## src/hw/rtl/qtl_pkg.sv

```systemverilog
`timescale 1ns / 1ps
`default_nettype none
// ----------------------------------------------------------------------------
// qtl_pkg - shared types and constants of the quadtree tile locator
// Widths, register indexes, quadrant codes, controller states and the
// command and status bundles between controller and datapath.
// ----------------------------------------------------------------------------
package qtl_pkg;

	localparam int COORD_W    = 32;
	localparam int WIDE_W     = 36;
	localparam int PCT_W      = 7;
	localparam int PROD_W     = 39;
	localparam int DIGIT_W    = 16;
	localparam int REM_W      = 7;
	localparam int DIV_STEPS  = 3;
	localparam int DIV_W      = DIGIT_W * DIV_STEPS;
	localparam int STEP_W     = $clog2(DIV_STEPS);
	localparam int QUO_W      = 34;
	localparam int RECIP_SH   = 30;
	localparam logic [23:0] RECIP_100 = 24'd10737419;
	localparam int MAX_DEPTH  = 16;
	localparam int DEPTH_W    = 6;
	localparam int LIMIT_W    = 5;
	localparam int PATH_W     = 32;
	localparam int CFG_IDX_W  = 3;

	typedef enum logic [CFG_IDX_W-1:0] {
		REG_WORLD_LO_X  = 3'd0,
		REG_WORLD_LO_Y  = 3'd1,
		REG_WORLD_HI_X  = 3'd2,
		REG_WORLD_HI_Y  = 3'd3,
		REG_OVERLAP_PCT = 3'd4
	} cfg_reg_t;

	typedef enum logic [1:0] {
		QUAD_A = 2'd0,
		QUAD_B = 2'd1,
		QUAD_C = 2'd2,
		QUAD_D = 2'd3
	} quad_t;

	typedef enum logic [2:0] {
		ST_IDLE,
		ST_START,
		ST_MUL,
		ST_DIV,
		ST_SUM,
		ST_TEST,
		ST_FIN
	} state_t;

	typedef struct packed {
		logic load;
		logic mul;
		logic div_step;
		logic sum;
		logic test;
		logic out_load;
	} cmd_t;

	typedef struct packed {
		logic at_limit;
		logic last_level;
		logic hit;
	} sts_t;

endpackage
`default_nettype wire

```

## src/hw/rtl/qtl_ctrl.sv

```systemverilog
`timescale 1ns / 1ps
`default_nettype none
// ----------------------------------------------------------------------------
// qtl_ctrl - sequencer of the quadtree tile locator
// Steps each level through multiply, digit division, bound sums and the
// quadrant test; owns the input and output handshakes.
// ----------------------------------------------------------------------------
module qtl_ctrl (
	input  wire logic          clk,
	input  wire logic          arst_n,
	input  wire logic          in_valid,
	output logic               in_ready,
	output logic               out_valid,
	input  wire logic          out_ready,
	input  wire qtl_pkg::sts_t sts,
	output qtl_pkg::cmd_t      cmd
);
	import qtl_pkg::*;

	state_t              state_q;
	state_t              state_d;
	logic [STEP_W-1:0]   step_q;
	logic                out_valid_q;

	always_ff @(posedge clk or negedge arst_n) begin
		if (!arst_n) begin
			state_q     <= ST_IDLE;
			step_q      <= '0;
			out_valid_q <= 1'b0;
		end else begin
			state_q <= state_d;
			if (state_q == ST_DIV) begin
				step_q <= step_q + STEP_W'(1);
			end else begin
				step_q <= '0;
			end
			if (cmd.out_load) begin
				out_valid_q <= 1'b1;
			end else if (out_ready) begin
				out_valid_q <= 1'b0;
			end
		end
	end

	always_comb begin
		state_d = state_q;
		cmd     = '0;
		case (state_q)
			ST_IDLE: begin
				if (in_valid) begin
					cmd.load = 1'b1;
					state_d  = ST_START;
				end
			end
			ST_START: begin
				state_d = sts.at_limit ? ST_FIN : ST_MUL;
			end
			ST_MUL: begin
				cmd.mul = 1'b1;
				state_d = ST_DIV;
			end
			ST_DIV: begin
				cmd.div_step = 1'b1;
				if (step_q == STEP_W'(DIV_STEPS - 1)) begin
					state_d = ST_SUM;
				end
			end
			ST_SUM: begin
				cmd.sum = 1'b1;
				state_d = ST_TEST;
			end
			ST_TEST: begin
				cmd.test = 1'b1;
				state_d  = (sts.hit && !sts.last_level) ? ST_MUL : ST_FIN;
			end
			ST_FIN: begin
				if (!out_valid_q || out_ready) begin
					cmd.out_load = 1'b1;
					state_d      = ST_IDLE;
				end
			end
			default: begin
				state_d = ST_IDLE;
			end
		endcase
	end

	assign in_ready  = (state_q == ST_IDLE);
	assign out_valid = out_valid_q;

endmodule
`default_nettype wire

```

## config.mk

```make
export PLATFORM = sky130hd
export DESIGN_NAME = qtl_ctrl
export DESIGN_NICKNAME = d
export VERILOG_FILES = /design/src/hw/rtl/qtl_pkg.sv /design/src/hw/rtl/qtl_ctrl.sv
export SDC_FILE = /design/constraint.sdc
export NUM_CORES = 1
export LEC_CHECK = 0
export ABC_AREA = 1
export ABC_CLOCK_PERIOD_IN_PS = 1800
export BUFFER_PORTS_ARGS = -buffer_cell sky130_fd_sc_hd__buf_2
export CAP_MARGIN = 0
export CORE_AREA = 2 2 39 41
export DETAILED_ROUTE_END_ITERATION = 6
export DIE_AREA = 0 0 41 43
export SLEW_MARGIN = 20
export SYNTH_ARGS = -nofsm -noshare
export SYNTH_HDL_FRONTEND = slang
export SYNTH_SLANG_ARGS = --single-unit
```

## constraint.sdc

```tcl
create_clock -name clk -period 1.8 [get_ports clk]
set_input_delay 0.36 -clock clk [delete_from_list [all_inputs] [get_ports clk]]
set_output_delay 0.36 -clock clk [all_outputs]
set_load 0.05 [all_outputs]
```

# Word-level counts from Yosys, hierarchy flattened
# Index checks and enable logic that the tools add are counted.
# classes
n_addsub	1
n_lt_le_gt_ge	0
div_mod_pow	0
eq_ne	10
n_reduce_logical	7
shift	0
bitwise_logic	0
mul	0
n_mux	17
# ops
op	n
$pmux W3 S7	1
$mux W3	5
$mux W1	10
$eq A3 B3 Y1 const B	3
$eq A3 B2 Y1 const B	2
$ne A2 B2 Y1 const B	2
$eq A3 B1 Y1 const B	1
$logic_not A3 Y1	1
$reduce_and A3 Y1	1
$add A2 B1 Y2 const B	1
$eq A2 B2 Y1 const B	1
$logic_not A1 Y1	2
$mux W2	1
$ne A2 B1 Y1 const B	1
$reduce_bool A2 Y1	1
$logic_and A1 B1 Y1	1
$logic_or A1 B1 Y1	1
# totals
latchBits	0
wordCells	38
mem_bits_rw	0
output_inout_bits	8
input_bits	7
rom_bits	0
regBits	6
memories	0

# Logic depth before layout (Yosys ltp)
# Gate-level depths: netlist (run 1).
# depth
word_depth	5
ltp_mapped	6
ltp_nobuf	6

# Least setup slack after synthesis (run 1)
# OpenSTA, ideal clock, no wires.
# synth_path
path_type	reg-to-output
from	register state_q[1]
to	output port cmd[5] in the netlist's numbering
path_stages_with_launch	4
path_buffers	0
t_arrival_ns	1.597
slack_ns	-0.157
required_ns	1.440
path_cell_list	dfrtp_1 > inv_2 > nand2_2 > nor3_1
# synth_lines
item	line	rtl
from (decl)	qtl_ctrl.sv:20	state_t state_q;
from (signal assigned)	qtl_ctrl.sv:31	state_q <= state_d;
to (decl)	qtl_ctrl.sv:16	output qtl_pkg::cmd_t cmd

==> out/qor.csv, run 1 <==
stage,metric,value,unit
synthesis,Post-Synthesis Cells,54,
sta,"Hold Vio Cnt, Final",0,
critical_path,R2R Setup Slk,0.75,ns
pwr,sw power,0.5783,mW
sta,max-slew violation count,0,
synthesis,post-synthesis sequential area ratio,0.3810,
critical_path,crit path DAT,1.31,ns
global_route,vias in the first global route,329,
pwr,Peak supply drop,0.7354,mV
sta,crit share post-route,0.9301,
synthesis,"flops & latches, synth",6,
global_route,first-pass GRT wire length,1255,um
pwr,Clock Power Share,0.125,
die,DIE WIDTH,41,um
sta,worst slew pin tran,0.2496,ns
final_layout,fraction of layout cells with a size suffix above 1,0.4648,
global_route,pin count of the biggest net entering global routing,10,
routing,final wirelength,742,um
routing,vias per std cell,4.149,
min_path,hold path startpoint,out_ready,
pwr,pwr/cell area,1989,nW/um^2
cts,CTS tree,built,
sta,relative slew slack,0.8348,
critical_path,Critical Path Start,state_q[0]$_DFFE_PN0P_,
die,core area,1384,um^2
cts,Max clock buf depth,2,
cts,CTS H-tree lvls,1,
critical_path,CP Buf/Inv Count,3,
cts,Worst-Skew Late Latency,0.25,ns
critical_path,CP top delay family,flip-flops,
final_layout,fin area,514.2,um^2
synthesis,Syn. warnings,0,
place,Place WS,0.2971,ns
place,placed cell areas,478.0,um^2
routing,Routed wire per std cell,8.529,um
routing,Post-route DRC,0,
cts,Sink Count,6,
synthesis,Netlist Area Pre-Place,394.1,um^2
die,Die Height,43,um
cts,Clock Pin Slew Worst Setup and Hold Paths,0.05,ns
sta,final setup violation count,0,
synthesis,syn_area_per_cell,7.299,um^2
critical_path,critical-path cell list,inv_2 > nand2_2 > nor2_2 > inv_1 > nor2_1 > buf_4,
routing,DR iter-0 viols,2,
critical_path,launching point of the worst reg2reg path,state_q[0]$_DFFE_PN0P_,
place,PortBufs,14,
sta,setup TNS,0,ns
critical_path,Worst Path Required,1.44,ns
final_layout,n_diodes,0,
min_path,HP Class,primary input to flip-flop,
cts,Root Buffer,clkbuf_4,
synthesis,syn_nets,62,
cts,CTS buffer count,3,
sta,setup ws final,0.1259,ns
pwr,Lkg Pwr,0.3008,nW
place,gpl congestion,0.7866,
flow_run,Max-Cap Viols,0,
final_layout,count of non-filler cells in the finished layout,87,
routing,Routed Antenna Nets,0,
place,Detailed Place HPWL,605.8,um
synthesis,Netlist cell types,16,
routing,First-pass DRT Iterations,2,
critical_path,CP max stage cell,dfrtp_1,
global_route,GRT Total Usage,0.1061,
critical_path,crit end category,output port,
die,Top Ports,15,
sta,Hold Worst Slack,0.3227,ns
routing,Vias,361,
die,die area,1763,um^2
place,Placed Instances,83,
global_route,initial antenna violation count,0,
die,Initial Util,0.2848,
global_route,grt ovf,0,
critical_path,Worst Path Max Fanout,5,
pwr,Comb pwr share,0.611,
sta,Tmin final,1.674,ns
final_layout,Layout area overhead,30.48,%
outcome,status,"complete, no violations",
final_layout,Nets,81,
sta,Max Freq,597.3,MHz
critical_path,Crit Path Class,flip-flop to output port,
critical_path,Critical Path Source Type,flip-flop,
die,FP Rows,14,
pwr,Switching Share,0.5653,
final_layout,Filler Cells Inserted,158,
critical_path,Crit path largest cell delay,0.42,ns
sta,Final Skew,0.01094,ns
pwr,Internal,0.4446,mW
pwr,sequential power share,0.263,
cell usage after synthesis:
master	instances	area share
a21oi_2	1	0.022
buf_6	1	0.029
dfrtp_1	6	0.38
ha_1	1	0.032
inv_1	10	0.095
inv_2	3	0.029
nand2_1	7	0.067
nand2_2	6	0.095
nand3_1	1	0.013
nor2_1	10	0.095
nor2_2	2	0.032
nor2_4	1	0.029
nor3_1	1	0.013
o2111ai_1	1	0.022
o21ai_0	2	0.025
o21ai_2	1	0.022
cells in the final DEF (no fill, tap or decap):
| cell | netlist | final |
|---|---|---|
| nor3_2 | 0 | 1 |
| buf_4 | 0 | 1 |
| nand2_1 | 7 | 7 |
| o21ai_0 | 2 | 2 |
| inv_2 | 3 | 3 |
| dfrtp_2 | 0 | 1 |
| clkbuf_4 | 0 | 3 |
| nor2_4 | 1 | 1 |
| inv_1 | 10 | 10 |
| a21oi_2 | 1 | 1 |
| o2111ai_1 | 1 | 1 |
| dfrtp_1 | 6 | 5 |
| nand3_1 | 1 | 1 |
| nor2_1 | 10 | 10 |
| ha_1 | 1 | 1 |
| o21ai_2 | 1 | 1 |
| nand2_2 | 6 | 6 |
| buf_2 | 0 | 13 |
| nor2_2 | 2 | 2 |
| dlygate4sd3_1 | 0 | 1 |
power by group through the flow:
stage               Combinational (mW)  Sequential, mW  Clock, mW
global placement                 0.626           0.269          0
global route                     0.690           0.283      0.136
floorplan                        0.524           0.272          0
CTS                              0.631           0.269      0.132
detailed placement               0.628           0.271          0
finish                           0.625           0.269      0.128
path summary, 6_finish.rpt:
kind	to	depth (start not counted)
min in group asynchronous	state_q[0]$_DFFE_PN0P_	2
setup / recovery	cmd[0]	6
max in group asynchronous	state_q[2]$_DFFE_PN0P_	2
hold reg to reg	step_q[0]$_DFF_PN0_	1
hold / removal	out_valid$_DFFE_PN0P_	2
setup reg to reg	state_q[0]$_DFFE_PN0P_	6
stage by stage:
stage                 util  power [mW]
detailed placement  0.3454      0.8988
finish              0.3716       1.023
CTS                 0.3689       1.032
global route        0.3716       1.109
floorplan                -      0.7955
global placement    0.3454      0.8953
per-layer routing:
metal | wire (um) | vias up | track usage
li1 | - | 194 | -
met1 | 326 | 155 | 0.1410
met2 | 358 | 10 | 0.1469
met3 | 41 | 2 | 0
met4 | 15 | 0 | 0.1000
met5 | 0 | - | 0
state kept, by name, summed over array words and instances, names as in the netlist:
signal     flops
state_q        3
step_q         2
out_valid      1
worst reg2reg max path, delay by kind of cell (launching register included):
| kind | cells | cell delay, ns |
|---|---|---|
| DFF | 1 | 0.42 |
| AOI/OAI and AO/OA | 1 | 0.04 |
| and+or+nand+nor | 4 | 0.35 |
| buffers and inverters | 1 | 0.11 |
final cells by class:
cell class | count | area (um^2) | area share
Multi-Input combinational cell | 34 | 188.9 | 0.3674
Inverter | 13 | 48.80 | 0.09489
Clock buffer | 3 | 22.52 | 0.04380
Sequential cell | 6 | 151.4 | 0.2944
Tap cell | 16 | 20.02 | 0.03893
Timing Repair Buffer | 15 | 82.58 | 0.1606
repair_timing:
item	CTS	global route
endpoints found under the setup margin	0	1
hold buffers	1	0
endpoints found under the hold margin	6	0
resized for setup	0	3
setup buffers	0	0
cells by family (layout without fill, tap and decap cells):
family                   after synthesis  after routing  synth area share
adder cells (fa/ha/maj)                1              1           0.03174
flip-flops                             6              6            0.3809
AO/OA/AOI/OAI                          5              5           0.09208
buffers and inverters                 14             31            0.1524
AND/OR/NAND/NOR                       28             28            0.3429
No activity file was read; power rests on OpenSTA's default activity.
==> run 2, diff against run 1 <==
--- a/config.mk
+++ b/config.mk
@@ -5,13 +5,14 @@
 export SDC_FILE = /design/constraint.sdc
 export NUM_CORES = 1
 export LEC_CHECK = 0
-export ABC_AREA = 1
+export ABC_AREA = 0
 export ABC_CLOCK_PERIOD_IN_PS = 1800
-export BUFFER_PORTS_ARGS = -buffer_cell sky130_fd_sc_hd__buf_2
+export BUFFER_PORTS_ARGS = -buffer_cell sky130_fd_sc_hd__buf_4
 export CAP_MARGIN = 0
 export CORE_AREA = 2 2 39 41
 export DETAILED_ROUTE_END_ITERATION = 6
 export DIE_AREA = 0 0 41 43
+export HOLD_SLACK_MARGIN = 0.05
 export SLEW_MARGIN = 20
 export SYNTH_ARGS = -nofsm -noshare
 export SYNTH_HDL_FRONTEND = slang
==> run 2 against run 1 <==
Hold slack better by 0.097 ns; critical path type unchanged; cell count is 21% lower; clock power is 6% lower; largest power group unchanged; flip-flop and latch count stayed put; first-iteration DRC count grew to 2.5 times the previous value; non-clock buffer count stayed put; via count is 17% lower; sequential share of layout area is 0.56 points higher.
==> out/qor.csv, run 2 <==
stage,metric,value,unit
synthesis,commonest cells in the synthesized netlist,"6 x dfrtp_1, 5 x nand2_1, 4 x nor2_1",
synthesis,"top cells by area, synth","dfrtp_1 43%, nand2_1 5.4%, nand2b_1 5.4%",
global_route,first-pass GRT wire length,1152,um
sta,worst slew pin tran,0.4337,ns
routing,Routed wire per std cell,9.768,um
routing,Routed Antenna Nets,0,
pwr,Peak supply drop,0.6936,mV
die,die area,1763,um^2
global_route,GRT Total Usage,0.1032,
routing,First-pass DRT Iterations,2,
sta,relative slew slack,0.7108,
die,core area,1384,um^2
critical_path,Critical Path Source Type,flip-flop,
pwr,Clock Power Share,0.120,
synthesis,async set-reset flop share out of synthesis,1.000,
cts,Root Buffer,clkbuf_4,
sta,max-slew violation count,0,
critical_path,CP Buf/Inv Count,2,
final_layout,fraction of layout cells with a size suffix above 1,0.3962,
cts,post-CTS setup buffers,0,
place,Detailed Place HPWL,520.9,um
routing,Vias,298,
synthesis,"flops & latches, synth",6,
critical_path,Worst Path Required,1.44,ns
final_layout,Nets,63,
cts,Worst-Skew Late Latency,0.24,ns
global_route,vias in the first global route,288,
final_layout,Layout area overhead,44.93,%
die,Initial Util,0.2495,
pwr,Internal,0.4896,mW
synthesis,Post-synth EDFFs,0,
critical_path,R2R Setup Slk,0.50,ns
synthesis,Netlist Area Pre-Place,345.3,um^2
synthesis,Netlist cell types,20,
critical_path,Worst Path Max Fanout,11,
pwr,sequential power share,0.311,
critical_path,CP top delay family,flip-flops,
global_route,pin count of the biggest net entering global routing,14,
synthesis,post-synthesis sequential area ratio,0.4348,
die,FP Rows,14,
final_layout,most frequent cells in the layout,"14 x buf_4, 6 x dfrtp_1, 5 x nand2_1",
pwr,Design Power,1.005,mW
synthesis,top-count cell post-synth,dfrtp_1,
place,gpl congestion,0.6536,
die,Top Ports,15,
sta,Tmin final,1.731,ns
sta,Max Freq,577.7,MHz
cts,CTS buffer count,3,
cts,CTS tree,built,
die,Die Height,43,um
pwr,pwr/cell area,2008,nW/um^2
sta,final setup violation count,0,
synthesis,area fraction of the dominant cell type after synthesis,0.4348,
pwr,Comb pwr share,0.569,
routing,DR iter-0 viols,5,
global_route,grt ovf,0,
critical_path,CP max stage cell,dfrtp_1,
pwr,Lkg Pwr,0.2564,nW
cts,Sink Count,6,
final_layout,"commonest non-fill, non-tap cell in the layout",buf_4,
final_layout,Largest Register,state_q,
final_layout,n_diodes,0,
synthesis,syn_nets,45,
synthesis,largest area contributor in the netlist,dfrtp_1,
place,PortBufs,14,
flow_run,Max-Cap Viols,0,
sta,Final Skew,0.001127,ns
cts,CTS H-tree lvls,1,
cts,Clock Pin Slew Worst Setup and Hold Paths,0.04,ns
critical_path,Crit path largest cell delay,0.56,ns
sta,setup TNS,0,ns
synthesis,Synth Flop Type,dfrtp_1,
synthesis,Syn. warnings,0,
routing,Post-route DRC,0,
synthesis,syn_area_per_cell,9.333,um^2
die,DIE WIDTH,41,um
routing,vias per std cell,4.319,
critical_path,critical-path cell list,and2b_1 > nand2_1 > inv_1 > buf_4,
critical_path,crit path DAT,1.37,ns
critical_path,crit end category,output port,
sta,"Hold Vio Cnt, Final",0,
sta,RSZ-0062 raised after global routing,no,
global_route,initial antenna violation count,0,
synthesis,Post-Synthesis Cells,37,
sta,crit share post-route,0.9616,
pwr,sw power,0.5152,mW
final_layout,max reg flops,3,
critical_path,Crit Path Class,flip-flop to output port,
min_path,HP Class,flip-flop to flip-flop,
pwr,Switching Share,0.5127,
routing,final wirelength,674,um
outcome,status,"complete, no violations",
cts,Max clock buf depth,2,
cts,number of gates resized after cts,0,
## run 2: path summary, 6_finish.rpt
check	from	end	cells after the start
worst max register to register	state_q[1]$_DFFE_PN0P_	state_q[2]$_DFFE_PN0P_	2
worst min register to register	step_q[0]$_DFF_PN0_	step_q[0]$_DFF_PN0_	1
max in group asynchronous	arst_n	step_q[0]$_DFF_PN0_	2
worst max-delay path	state_q[2]$_DFFE_PN0P_	cmd[3]	4
min in group asynchronous	arst_n	state_q[0]$_DFFE_PN0P_	2
worst min-delay path	step_q[0]$_DFF_PN0_	step_q[0]$_DFF_PN0_	1
## run 2: logic make-up (layout without fill, tap and decap cells)
group | after synthesis | in the layout | share of synthesized area
flops | 6 | 6 | 0.4348
mux | 1 | 1 | 0.03261
buf+inv | 4 | 20 | 0.06883
compound gates | 5 | 5 | 0.1087
fa+ha+maj | 1 | 1 | 0.03623
simple gates | 20 | 20 | 0.3189
## run 2: layout make-up
type	count	area, um^2
Tap cell	16	20.02
Multi-Input combinational cell	27	185.2
Inverter	2	7.507
Timing Repair Buffer	15	115.1
Fill cell	149	883.3
Clock buffer	3	22.52
Sequential cell	6	150.1
## run 2: power by group through the flow
stage	Sequential (mW)	Clock, mW	Combinational [mW]
CTS	0.310	0.130	0.579
finish	0.313	0.120	0.572
detailed placement	0.312	0	0.576
global placement	0.310	0	0.570
floorplan	0.268	0	0.495
global route	0.326	0.141	0.617
## run 2: what timing repair did
item	CTS	global route
setup endpoints to repair	0	0
endpoints found under the hold margin	6	0
hold buffers	1	0
## run 2: layer usage
layer  vias up  GRT usage  share of wire
li1        156          -              -
met1       133     0.1287           0.43
met2         9     0.1313           0.48
met3         0    0.09424          0.091
met4         0    0.02000              0
met5         -          0              0
## run 2: metrics by stage
stage,setup slack [ns],instance area [um^2],hold WS (ns),cells,utilization
after global placement,0.3569,467.9,0.1720,65,0.3382
after floorplan,-0.07504,359.1,0.06441,37,-
after global routing,0.002562,500.5,0.4355,69,0.3617
after CTS,0.06041,500.5,0.4217,69,0.3617
final,0.06904,500.5,0.4193,69,0.3617
after detailed placement,0.3368,467.9,0.1723,65,0.3382
